==> config.mk <==
export PLATFORM = sky130hd
export DESIGN_NAME = gcb_vec_cell
export DESIGN_NICKNAME = d
export VERILOG_FILES = /design/src/gcb_pkg.sv /design/src/gcb_vec_cell.sv
export SDC_FILE = /design/constraint.sdc
export NUM_CORES = 1
export LEC_CHECK = 0
export BUFFER_PORTS_ARGS = -buffer_cell sky130_fd_sc_hd__buf_4
export CAP_MARGIN = 15
export CORE_MARGIN = 2
export CORE_UTILIZATION = 51
export CTS_BUF_LIST = sky130_fd_sc_hd__clkbuf_4
export CTS_CLUSTER_DIAMETER = 100
export CTS_CLUSTER_SIZE = 14
export DETAILED_ROUTE_END_ITERATION = 6
export HOLD_SLACK_MARGIN = 0.1
export PLACE_DENSITY = 0.79
export SYNTH_ARGS = -nofsm -noshare
export SYNTH_HDL_FRONTEND = slang
export SYNTH_SLANG_ARGS = --single-unit
==> constraint.sdc <==
create_clock -name clk -period 2.86 [get_ports clk]
set_input_delay 0.572 -clock clk [delete_from_list [all_inputs] [get_ports clk]]
set_output_delay 0.572 -clock clk [all_outputs]
set_load 0.01 [all_outputs]
==> src/gcb_pkg.sv <==
package gcb_pkg;

  // Default sizing
  localparam int GCB_ANGLE_BITS        = 32;
  localparam int GCB_HEADING_FRAC_BITS = 16;
  localparam int GCB_CORDIC_STAGES     = 28;

  // Input field formats
  localparam int GCB_IN_FRAC = 29;
  localparam int GCB_LAT_W   = 31;
  localparam int GCB_LON_W   = 32;

  // Pi with 61 fraction bits
  localparam logic [63:0] GCB_PI_Q61 = 64'h6487ED5110B4611A;

  // Heading constants in whole degrees
  localparam int GCB_DEG_EAST  = 90;
  localparam int GCB_DEG_SOUTH = 180;
  localparam int GCB_DEG_WEST  = 270;
  localparam int GCB_DEG_FULL  = 360;

  // Sideband carried along the rotation chain
  typedef struct packed {
    logic flip;
    logic zero;
  } gcb_rot_tag_t;

  // Restoring division, used only on constants
  function automatic logic [127:0] gcb_udiv(input logic [127:0] num, input logic [127:0] den);
    logic [127:0] rem;
    logic [127:0] quo;
    rem = '0;
    quo = '0;
    for (int b = 127; b >= 0; b--) begin
      rem = {rem[126:0], num[b]};
      quo = {quo[126:0], 1'b0};
      if (rem >= den) begin
        rem = rem - den;
        quo[0] = 1'b1;
      end
    end
    return quo;
  endfunction

  // Pi rounded to frac bits
  function automatic logic [127:0] gcb_pi(input int frac);
    return ({64'd0, GCB_PI_Q61} + (128'd1 << (60 - frac))) >> (61 - frac);
  endfunction

  // atan(2^-i) with 61 fraction bits by its power series
  function automatic logic [127:0] gcb_atan_q61(input int i);
    logic [127:0] acc;
    logic [127:0] term;
    int e;
    int k;
    acc = '0;
    if (i == 0) return {64'd0, GCB_PI_Q61} >> 2;
    for (k = 0; k < 64; k++) begin
      e = 61 - i * (2 * k + 1);
      if (e < 0) break;
      term = gcb_udiv(128'd1 << e, 128'(2 * k + 1));
      if (k[0]) acc = acc - term;
      else acc = acc + term;
    end
    return acc;
  endfunction

  // atan(2^-i) rounded to frac bits
  function automatic logic [127:0] gcb_atan(input int i, input int frac);
    return (gcb_atan_q61(i) + (128'd1 << (60 - frac))) >> (61 - frac);
  endfunction

  // Inverse CORDIC gain, rounded to frac bits
  function automatic logic [127:0] gcb_gain_inv(input int stages, input int frac);
    longint x;
    longint y;
    longint nx;
    longint ny;
    logic [127:0] num;
    x = 64'sd1 <<< 61;
    y = 0;
    for (int i = 0; i < stages; i++) begin
      if (y >= 0) begin
        nx = x + (y >>> i);
        ny = y - (x >>> i);
      end else begin
        nx = x - (y >>> i);
        ny = y + (x >>> i);
      end
      x = nx;
      y = ny;
    end
    num = (128'd1 << (frac - 3 + 64)) | 128'(64'(x) >> 1);
    return gcb_udiv(num, 128'(64'(x)));
  endfunction

  // floor(((180 << hfrac) << (frac + 3)) / pi), with pi rounded to frac bits
  function automatic logic [127:0] gcb_deg_recip(input int hfrac, input int frac);
    return gcb_udiv((128'(GCB_DEG_SOUTH) << hfrac) << (frac + 3), gcb_pi(frac));
  endfunction

endpackage

==> src/gcb_vec_cell.sv <==
module gcb_vec_cell import gcb_pkg::*; #(
  parameter int                    XW    = 34,
  parameter int                    IDX   = 0,
  parameter logic signed [XW-1:0]  ATAN  = '0
) (
  input  logic                 clk,
  input  logic                 en,
  input  logic signed [XW-1:0] x_i,
  input  logic signed [XW-1:0] y_i,
  input  logic signed [XW-1:0] z_i,
  output logic signed [XW-1:0] x_o,
  output logic signed [XW-1:0] y_o,
  output logic signed [XW-1:0] z_o
);

  logic signed [XW-1:0] x_r;
  logic signed [XW-1:0] y_r;
  logic signed [XW-1:0] z_r;

  // Drive y toward zero and accumulate the angle
  always_ff @(posedge clk) begin
    if (en) begin
      if (y_i > 0) begin
        x_r <= x_i + (y_i >>> IDX);
        y_r <= y_i - (x_i >>> IDX);
        z_r <= z_i + ATAN;
      end else begin
        x_r <= x_i - (y_i >>> IDX);
        y_r <= y_i + (x_i >>> IDX);
        z_r <= z_i - ATAN;
      end
    end
  end

  assign x_o = x_r;
  assign y_o = y_r;
  assign z_o = z_r;

endmodule

# Word-level counts from Yosys, hierarchy flattened
# Cells that the tools add are included.
[totals] ff_bits=102 latch_bits=0 mem_bits_rw=0 mem_bits_ro=0 inputBits=104 output_inout_bits=102 word_cells=9 mem_count=0
[classes] add_sub_neg=3 n_mul=0 div_mod_pow=0 order_cmp=1 eq_ne=0 shift=0 mux=2 n_bitwise=0 reduce_logical=0
[op_table] op="two-way mux 34 bit" n=2
[op_table] op="subtractor 34 bit" n=2
[op_table] op="adder 34 bit" n=1
[op_table] op="greater-than comparator 34 x 1 -> 1 bit (second input constant)" n=1

# Logic depth before layout (Yosys ltp)
[depth] depth_word=2 depth_mapped=12 ltp_nobuf=11

# Worst setup path before layout
# No wires, ideal clock.
[synth_timing] path_type="in2reg" from="input x_i[0]" to="register x_r[26], in the netlist x_o[26] (data pin)" setup_time_ns=0.268 arrival_time_ns=2.670 t_required_ns=2.592 path_slack_ns=-0.078 path_stages=11 path_buffers=0 path_cell_list="ha_1 fa_1 nor2b_1 o211ai_2 a2111oi_2 o21ai_2 nand2_1 a221o_2 a311oi_2 o21ai_1 xnor2_1"
[synth_via] elab_chain_cells=2 elab_cells_between_ends=3 cone_classes="add/sub: 2; mux: 1"
[synth_lines] element="from (decl)" line="gcb_vec_cell.sv:8" text="input logic signed [XW-1:0] x_i,"
[synth_lines] element="subtractor 34 bit / adder 34 bit (equally long branches)" line="gcb_vec_cell.sv:28, gcb_vec_cell.sv:24"
[synth_lines] element="two-way mux 34 bit (*)" line="gcb_vec_cell.sv:23" text="if (y_i > 0) begin"
[synth_lines] element="to (signal assigned)" line="gcb_vec_cell.sv:24" text="x_r <= x_i + (y_i >>> IDX);"
[synth_lines] element="to (signal assigned)" line="gcb_vec_cell.sv:28" text="x_r <= x_i - (y_i >>> IDX);"
[synth_lines] element="to (decl)" line="gcb_vec_cell.sv:16" text="logic signed [XW-1:0] x_r;"
# Every way passes the cells marked *; elsewhere a longest branch is shown, timed or not.
# A chain may end at the register's enable or synchronous reset.

# Worst setup path in the final report
[layout_timing] from="input y_i[0]" to="register y_r[26], in the netlist y_o[26] (data pin)"
[layout_via] elab_chain_cells=2 elab_cells_between_ends=4 cone_classes="add/sub: 2; order compare: 1; mux: 1"
[layout_lines] element="from (decl)" line="gcb_vec_cell.sv:9" text="input logic signed [XW-1:0] y_i,"
[layout_lines] element="adder 34 bit, or another cell as far along" line="gcb_vec_cell.sv:29" text="y_r <= y_i + (x_i >>> IDX);"
[layout_lines] element="two-way mux 34 bit (*)" line="gcb_vec_cell.sv:23"
[layout_lines] element="to (signal assigned)" line="gcb_vec_cell.sv:25" text="y_r <= y_i - (x_i >>> IDX);"
[layout_lines] element="to (signal assigned)" line="gcb_vec_cell.sv:29"
[layout_lines] element="to (decl)" line="gcb_vec_cell.sv:17" text="logic signed [XW-1:0] y_r;"
# Marked as above.

==> metrics.txt <==
count leader, synth=a21oi_1; Detailed Place HPWL=26700 microns; layout cells sized above 1=38.6%; gr usage total=approximately 34%; row count=48; xor/xnor share of the synthesized area=under 10%; power per cell area=about 400 mW/mm^2; pin count of the biggest net entering global routing=44; Ports=between 200 and 250; critical path buffer and inverter count=3; Port Buffers=approximately 210; synthesized area=around 0.0090 sq mm; Achievable Freq=around 350 MHz; Ys Warns=0; #FFs+latches synth=approximately 100; Die H=137 microns; CTS tree=built; static leakage=just over 6 nW; CP Data Required Time=3.12 ns; fin crit share=99.4%; total global routing overflow=0; CTS clock-pin slew for the worst setup and hold paths=~0.20 ns; Area Overhead vs Synth=46.0%; Post-Syn Area per Cell=about 9.0 sq um; Yosys top cell area share=between 30% and 40%; # nets final=~1700; sequential fraction of the synthesis area=~34%; Die Wd=between 100 and 150 microns; smallest hold slack=0.216 ns; CP max stage cell=fa_1; Synth area leader=edfxtp_1; CP arrival=roughly 3.1 ns; initial core utilization=52.2%; CTS H-tree lvls=3; max-slew violations=0; Max transition margin=just under 60%; Worst-Margin Slew=around 0.62 ns; Max FO, Critical Path=4; final instance area=about 0.013 sq mm; Worst Setup Start Kind=input port; wire length per cell=19.2 microns; Final TNS setup=0 ns; CP top delay family=compound AO/OA/AOI/OAI gates; Routed WL=between 30000 and 40000 microns; RSZ-0062 raised after global routing=false; First DRT Iteration DRCs=896; CTS Sinks=101; global-route wire length before repair=~49000 microns; die area=roughly 0.019 sq mm; kind of critical path=input port to flop; area fraction in and, or, nand and nor cells after synthesis=a little over an eighth; Adder-Cell Fraction of Synth Area=14.5%; EDFF count, synth=between 100 and 150; min-delay worst type=input port to flop; largest family of logic cells by synthesized area=compound AO/OA/AOI/OAI gates; First-pass DRT Iterations=6; DRT antenna net count=0; post-synthesis cell count=~1000; Final min period=between 2 and 3 ns; DRC errors left=0; Compound-Gate Fraction of Synth Area=23.6%; CP max stage delay=around 0.42 ns; Synth area leaders=edfxtp_1, ha_1, a21oi_1; vias in the first global route=between 9000 and 10000; final setup fails=0; Overall Power=about 0.0054 W; Layout fillers=approximately 1300; Synth Flop Type=edfxtp_1; Post-DP Area=0.0129 sq mm; Peak VDD IR=~0.00024 V; outcome=completed; CTS buffer count=9; hold-fix buffer count after cts=0; gpl congestion=between 0.9 and 1; most frequent cells after synthesis=a21oi_1, edfxtp_1, ha_1; crit-path cells=buf_4, inv_1, ha_1, fa_1, o21ai_1, a211oi_2, buf_4, or3_1, o211ai_1, o41ai_2, o211ai_1, o21ai_1, xnor2_1; clk buf depth=2; vias=9635; final hold viol count=0; ys async rst share=0%; crit path capture type=flop; initial antenna violation count=1; via/cell ratio=roughly 5.7; Netlist cell types=76; MaxCap Viol Count=0; post-synthesis mux area share=under 10%; Core ar.=~0.017 sq mm; syn_nets=1210; Setup Fix Bufs, Post-CTS=0; clock root cell=clkbuf_4
routing by layer:
metal	vias to the layer above	share of wire [%]	track usage [%]
li1	4549	-	-
met1	4470	39	42.7
met2	522	49	60.6
met3	94	8.2	4.15
met4	0	3.4	12.6
met5	-	0	0
stage by stage:
stage,util (%),setup slack [ns],cells
after floorplan,-,-0.0190,1003
after global placement,74.8,-0.574,1681
after detailed placement,74.8,-0.557,1681
after CTS,75.7,0.0121,1697
after global routing,76.2,0.00152,1698
final,76.2,0.0163,1698
path summary, 6_finish.rpt:
check / cells past startpoint / to / start / slack, ns
worst max-delay path: 13 / y_o[26] / y_i[0] / 0.02
worst min-delay path: 1 / z_o[22] / z_i[22] / 0.22
where the power goes:
part / total (W) / leakage [nW] / switching, W / internal [W]
combinational: 0.00256 / 5.08 / 0.00132 / 0.00124
clock: 0.000859 / 0.0850 / 0.000564 / 0.000296
sequential: 0.00197 / 0.989 / 0.0000651 / 0.00190
cells in the final DEF (no fill, tap or decap), types with 19 or more instances in the layout:
master,Yosys,layout
nor3_1,23,23
nor2_1,91,91
a21oi_1,126,125
nand2_1,44,44
edfxtp_1,101,101
xnor2_1,55,55
ha_1,100,96
o21ai_1,17,19
buf_4,8,493
inv_1,92,92
o21ai_0,60,58
logic make-up (layout without fill, tap and decap cells):
kind of cell	Yosys count	in the layout
buffers and inverters	144	613
and+or+nand+nor	248	248
adders and majority gates	103	103
other	0	1
xor gates and xnor gates	66	66
AOI/OAI and AO/OA	328	328
muxes	13	13
DFF	101	101
sequential cells by signal, indices dropped and copies added (netlist names):
register	cells
z_o	34
x_o	34
y_o	33
cell type report:
class	instances	area (sq um)	area share, %
multi-input cells	758	5510	41.8
flip-flops and latches	101	3030	23.0
repair buffers	499	3820	29.0
diodes	1	2.50	0.0190
well taps	225	282	2.14
inverters	98	373	2.83
clock inverters	6	78.8	0.598
clock buffers	10	75.1	0.570
repair_timing:
action / in CTS / in global routing
resized for setup: 1 / 16
pin swaps: 0 / 5
setup endpoints to repair: 2 / 14
Note: power is estimated with default switching activity, not from simulation.
