## src/gcb_pkg.sv

```systemverilog
package gcb_pkg;

  // Default sizing
  localparam int GCB_ANGLE_BITS        = 32;
  localparam int GCB_HEADING_FRAC_BITS = 16;
  localparam int GCB_CORDIC_STAGES     = 28;

  // Input field formats
  localparam int GCB_IN_FRAC = 29;
  localparam int GCB_LAT_W   = 31;
  localparam int GCB_LON_W   = 32;

  // Pi with 61 fraction bits
  localparam logic [63:0] GCB_PI_Q61 = 64'h6487ED5110B4611A;

  // Heading constants in whole degrees
  localparam int GCB_DEG_EAST  = 90;
  localparam int GCB_DEG_SOUTH = 180;
  localparam int GCB_DEG_WEST  = 270;
  localparam int GCB_DEG_FULL  = 360;

  // Sideband carried along the rotation chain
  typedef struct packed {
    logic flip;
    logic zero;
  } gcb_rot_tag_t;

  // Restoring division, used only on constants
  function automatic logic [127:0] gcb_udiv(input logic [127:0] num, input logic [127:0] den);
    logic [127:0] rem;
    logic [127:0] quo;
    rem = '0;
    quo = '0;
    for (int b = 127; b >= 0; b--) begin
      rem = {rem[126:0], num[b]};
      quo = {quo[126:0], 1'b0};
      if (rem >= den) begin
        rem = rem - den;
        quo[0] = 1'b1;
      end
    end
    return quo;
  endfunction

  // Pi rounded to frac bits
  function automatic logic [127:0] gcb_pi(input int frac);
    return ({64'd0, GCB_PI_Q61} + (128'd1 << (60 - frac))) >> (61 - frac);
  endfunction

  // atan(2^-i) with 61 fraction bits by its power series
  function automatic logic [127:0] gcb_atan_q61(input int i);
    logic [127:0] acc;
    logic [127:0] term;
    int e;
    int k;
    acc = '0;
    if (i == 0) return {64'd0, GCB_PI_Q61} >> 2;
    for (k = 0; k < 64; k++) begin
      e = 61 - i * (2 * k + 1);
      if (e < 0) break;
      term = gcb_udiv(128'd1 << e, 128'(2 * k + 1));
      if (k[0]) acc = acc - term;
      else acc = acc + term;
    end
    return acc;
  endfunction

  // atan(2^-i) rounded to frac bits
  function automatic logic [127:0] gcb_atan(input int i, input int frac);
    return (gcb_atan_q61(i) + (128'd1 << (60 - frac))) >> (61 - frac);
  endfunction

  // Inverse CORDIC gain, rounded to frac bits
  function automatic logic [127:0] gcb_gain_inv(input int stages, input int frac);
    longint x;
    longint y;
    longint nx;
    longint ny;
    logic [127:0] num;
    x = 64'sd1 <<< 61;
    y = 0;
    for (int i = 0; i < stages; i++) begin
      if (y >= 0) begin
        nx = x + (y >>> i);
        ny = y - (x >>> i);
      end else begin
        nx = x - (y >>> i);
        ny = y + (x >>> i);
      end
      x = nx;
      y = ny;
    end
    num = (128'd1 << (frac - 3 + 64)) | 128'(64'(x) >> 1);
    return gcb_udiv(num, 128'(64'(x)));
  endfunction

  // floor(((180 << hfrac) << (frac + 3)) / pi), with pi rounded to frac bits
  function automatic logic [127:0] gcb_deg_recip(input int hfrac, input int frac);
    return gcb_udiv((128'(GCB_DEG_SOUTH) << hfrac) << (frac + 3), gcb_pi(frac));
  endfunction

endpackage

```

## src/gcb_rot_cell.sv

```systemverilog
module gcb_rot_cell import gcb_pkg::*; #(
  parameter int                    AW    = 32,
  parameter int                    IDX   = 0,
  parameter logic signed [AW-1:0]  ATAN  = '0
) (
  input  logic                 clk,
  input  logic                 en,
  input  logic signed [AW-1:0] x_i,
  input  logic signed [AW-1:0] y_i,
  input  logic signed [AW-1:0] z_i,
  input  gcb_rot_tag_t         tag_i,
  output logic signed [AW-1:0] x_o,
  output logic signed [AW-1:0] y_o,
  output logic signed [AW-1:0] z_o,
  output gcb_rot_tag_t         tag_o
);

  logic signed [AW-1:0] x_r;
  logic signed [AW-1:0] y_r;
  logic signed [AW-1:0] z_r;
  gcb_rot_tag_t         tag_r;

  // Rotate toward zero residual angle
  always_ff @(posedge clk) begin
    if (en) begin
      if (z_i >= 0) begin
        x_r <= x_i - (y_i >>> IDX);
        y_r <= y_i + (x_i >>> IDX);
        z_r <= z_i - ATAN;
      end else begin
        x_r <= x_i + (y_i >>> IDX);
        y_r <= y_i - (x_i >>> IDX);
        z_r <= z_i + ATAN;
      end
      tag_r <= tag_i;
    end
  end

  assign x_o   = x_r;
  assign y_o   = y_r;
  assign z_o   = z_r;
  assign tag_o = tag_r;

endmodule

```

## config.mk

```make
export PLATFORM = sky130hd
export DESIGN_NAME = gcb_rot_cell
export DESIGN_NICKNAME = d
export VERILOG_FILES = /design/src/gcb_pkg.sv /design/src/gcb_rot_cell.sv
export SDC_FILE = /design/constraint.sdc
export NUM_CORES = 1
export LEC_CHECK = 0
export BUFFER_PORTS_ARGS = -buffer_cell sky130_fd_sc_hd__buf_2
export CORE_MARGIN = 2
export CORE_UTILIZATION = 43
export CTS_CLUSTER_DIAMETER = 60
export DETAILED_ROUTE_END_ITERATION = 10
export GPL_TIMING_DRIVEN = 0
export PLACE_DENSITY = 0.74
export SLEW_MARGIN = 20
export SYNTH_ARGS = -nofsm -noshare
export SYNTH_HDL_FRONTEND = slang
export SYNTH_SLANG_ARGS = --single-unit
```

## constraint.sdc

```tcl
create_clock -name clk -period 4 [get_ports clk]
set_input_delay 0.2 -clock clk [delete_from_list [all_inputs] [get_ports clk]]
set_output_delay 0.2 -clock clk [all_outputs]
set_load 0.005 [all_outputs]
```

# After elaboration in Yosys (flattened, before gate mapping)
# Cells that the tools add are included.
[classes] n_addsub=3 order_cmp=1 muxes=2
[op_table] cell="two-way mux 32 bit" count=2
[op_table] cell="subtractor 32 bit" count=2
[op_table] cell="adder 32 bit" count=1
[op_table] cell=">= comparator 32 x 1 -> 1 bit (second input constant)" count=1
[word_totals] reg_bits=98 inputBits=100 output_inout_bits=98 wordCells=11

# Longest topological paths before layout
[depth] word_depth=2 ltp_mapped=12 mapped_depth_nobuf=11

# Worst setup path after synthesis
# OpenSTA, ideal clock, no wires.
[synth_path] kind="input-to-reg" startpoint="in y_i[0]" endpoint="reg y_r[28], in the netlist y_o[28], data pin" setup_time_ns=0.267 arrival_time_ns=2.114 t_required_ns=3.733 path_slack_ns=1.618 path_stages=11 path_buffers=0 cell_sequence="inv_1 -> ha_1 -> fa_1 -> nor2b_1 -> o211ai_1 -> a21oi_2 -> o21a_1 -> o211ai_1 -> a2111oi_0 -> o22ai_1 -> xnor2_1"
[synth_via] elab_chain_len=2 elab_cells_between_ends=3 classes_between="add/sub (2); mux (1)"
[synth_rtl] element="start, declared" line_no="gcb_rot_cell.sv:9" source="input logic signed [AW-1:0] y_i,"
[synth_rtl] element="subtractor 32 bit or adder 32 bit (tied branches)" line_no="gcb_rot_cell.sv:32, gcb_rot_cell.sv:28"
[synth_rtl] element="two-way mux 32 bit (*)" line_no="gcb_rot_cell.sv:26" source="if (z_i >= 0) begin"
[synth_rtl] element="end signal, assigned" line_no="gcb_rot_cell.sv:28" source="y_r <= y_i + (x_i >>> IDX);"
[synth_rtl] element="end signal, assigned" line_no="gcb_rot_cell.sv:32" source="y_r <= y_i - (x_i >>> IDX);"
[synth_rtl] element="end, declared" line_no="gcb_rot_cell.sv:19" source="logic signed [AW-1:0] y_r;"
# Mark *: on every way between the ends. The rest lies on a longest branch, timed or not.
# A chain may end at the register's enable or synchronous reset.

# Worst setup path in the final report
[layout_path] startpoint="in x_i[15]" endpoint="reg x_r[24], in the netlist x_o[24], data pin"
[layout_via] elab_chain_len=2 elab_cells_between_ends=3 classes_between="add/sub (2); mux (1)"
[layout_rtl] element="start, declared" line_no="gcb_rot_cell.sv:8" source="input logic signed [AW-1:0] x_i,"
[layout_rtl] element="adder 32 bit or subtractor 32 bit (tied branches)" line_no="gcb_rot_cell.sv:31, gcb_rot_cell.sv:27"
[layout_rtl] element="two-way mux 32 bit (*)" line_no="gcb_rot_cell.sv:26"
[layout_rtl] element="end signal, assigned" line_no="gcb_rot_cell.sv:27" source="x_r <= x_i - (y_i >>> IDX);"
[layout_rtl] element="end signal, assigned" line_no="gcb_rot_cell.sv:31" source="x_r <= x_i + (y_i >>> IDX);"
[layout_rtl] element="end, declared" line_no="gcb_rot_cell.sv:18" source="logic signed [AW-1:0] x_r;"
# Marked as above.

==> qor.csv <==
metric,value,unit
final_layout_size_suffix_gt1_share,23.5,%
die_w,146,um
p_clk_share,24.9,%
syn-cell-area,8630,sq um
path_buf_inv,2,
nNetsFinal,1363,
swShare,35.5,%
die_height,146,um
synth.top_cell.area_share,33.8,%
path_class,in -> reg,
synth_common_cells,"a21oi_1, ha_1, edfxtp_1",
status,"finished, final reports clean",
post-route-cell-area,10300,sq um
power,3.45,mW
min_period_over_period,78.7,%
finalSetupViolCount,0,
routed_via_density,5.71,
crit_required,4130,ps
firstDrtPassIters,6,
p_seq_share,38.9,%
n_fill_cell,1882,
grt_usage,25.9,%
hold_viol,0,
synth_nets,1154,
peakVddDrop,0.209,mV
synth-main-ff-cell,edfxtp_1,
cts.clk_slew.worst_paths,70,ps
coreArea,19600,sq um
slowest_delay,630,ps
cts_buffers,9,
vias,8166,
cts_tree,done,
slew_headroom,43.9,%
gp_congestion,0.967,
period_needed,3150,ps
drv_cap,0,
syn_area_per_cell,9.07,sq um
placed_area,9980,sq um
antenna_found_initial,0,
synth_cell_types,84,
cp_slowest_cell,a31oi_1,
crit_path_end_kind,register,
ys_async_sr_fraction,0,%
gr-total-overflow,0,
p_int,2.23,mW
setup_ws,851,ps
synthTopCellsByArea,"edfxtp_1, ha_1, a21oi_1, xnor2_1, inv_1",
synth-edff-count,97,
tns,0,ps
area_growth_syn_to_layout,19.1,%
drcViolationCount,0,
syn_inst,951,
io_buffers,197,
hp-class,in -> reg,
hpwl,22800,um
start_util,44.0,%
postRouteAntennaNets,0,
worstPathMaxFanout,6,
cts_hold_buffers,0,
cp_top_family,compound AO/OA/AOI/OAI gates,
ys_ff_latch,97,
ctsResizeCount,0,
pin_count,198,
dr.first_iter.drc_count,797,
rsz0062_at_grt,false,
ys_seq_area_share,33.8,%
comb_power_share,36.3,%
crit_arrival,3280,ps
totalWireLength,28100,um
synthMostInstantiatedCell,a21oi_1,
grt_max_degree,52,
cp-start-kind,input pin,
diodes,0,
whs,25.0,ps
cp_cell_sequence,buf_2 > inv_1 > ha_1 > nand2_1 > nor3_1 > o311ai_2 > a31oi_1 > a21oi_1 > o21ai_0 > mux2i_1 > xnor2_1,
synth_top_area_cell,edfxtp_1,
num_rows,51,
powerDensity,336,nW/um^2
htreeDepth,3,
root_buffer,clkbuf_16,
postCtsSetupBuffers,0,
grt_pass1_wl,43400,um
clkSinkCount,97,
clock_path_buffers,2,
place_ws,837,ps
yosys_warnings,0,
grt_pass1_vias,7591,
die_area,21200,sq um
wl_per_cell,19.6,um
leakagePower,4.51,nW
fmax,0.318,GHz
drv_slew,0,
worst_slew_pin_slew,841,ps
switching_power,1.22,mW
-- power by group through the flow --
stage,clock network [mW],logic [mW],registers (mW)
2_1_floorplan,0,0.706,1.38
3_3_place_gp,0,1.22,1.36
3_5_place_dp,0,1.22,1.37
4_1_cts,0.879,1.23,1.34
5_1_grt,0.910,1.35,1.35
6_report,0.858,1.25,1.34
-- cells in the final DEF (no fill, tap or decap), types with 4 or more instances in the layout --
cell,instances
nor4_1,6
o21ai_0,51
inv_2,7
o21ai_1,6
xor2_1,5
buf_1,4
clkbuf_16,9
buf_4,8
nor3_1,15
inv_1,88
or3_1,8
buf_2,211
mux2i_1,9
nand2_1,46
clkbuf_1,15
o21bai_1,15
a21oi_1,115
a21o_1,14
a211oi_1,8
and2_1,5
a31oi_1,11
nor2_1,84
o22ai_1,7
edfxtp_1,97
nand3_1,13
o31ai_1,14
o211ai_1,14
xnor2_1,57
ha_1,101
nor2b_1,11
o21a_1,6
nand2b_1,16
-- worst paths after layout --
check,from,endpoint,slack (ps),depth (start not counted)
hold / removal,tag_i[1],tag_o[1],20,1
setup / recovery,x_i[15],x_o[24],850,11
-- state kept, by name (all words and copies together), names as in the netlist --
register,flops
z_o,32
x_o,32
y_o,31
tag_o,2
-- per-stage QoR --
stage	utilization, %	std cells
after global placement	50.8	1413
after CTS	52.4	1430
after detailed placement	50.9	1414
after global routing	52.4	1430
final	52.4	1430
after floorplan	-	951
-- per-layer routing --
metal,vias up,wire [um],share of wire (%),global-route usage (%)
li1,3833,-,-,-
met1,3848,12500,44,38.8
met2,449,12300,44,40.2
met3,36,2860,10,3.70
met4,0,372,1.3,4.85
met5,-,0,0,0
-- area by class of cell --
cell class,count,area (sq um),share of cell area (%)
flip-flops and latches,97,2910,28.3
clock inverters,7,73.8,0.718
plain buffers,43,221,2.16
multi-input cells,715,5130,49.9
repair buffers,198,1020,9.89
well taps,265,332,3.23
clock buffers,9,225,2.19
inverters,96,363,3.53
-- cells by family after synthesis --
family | share of synthesized area (%)
AOI/OAI and AO/OA | 24.2
and+or+nand+nor | 12.8
buffers and inverters | 6.77
adders and majority gates | 15.1
DFF | 33.8
xor gates and xnor gates | 6.29
muxes | 1.04
Note: power is estimated with default switching activity, not from simulation.
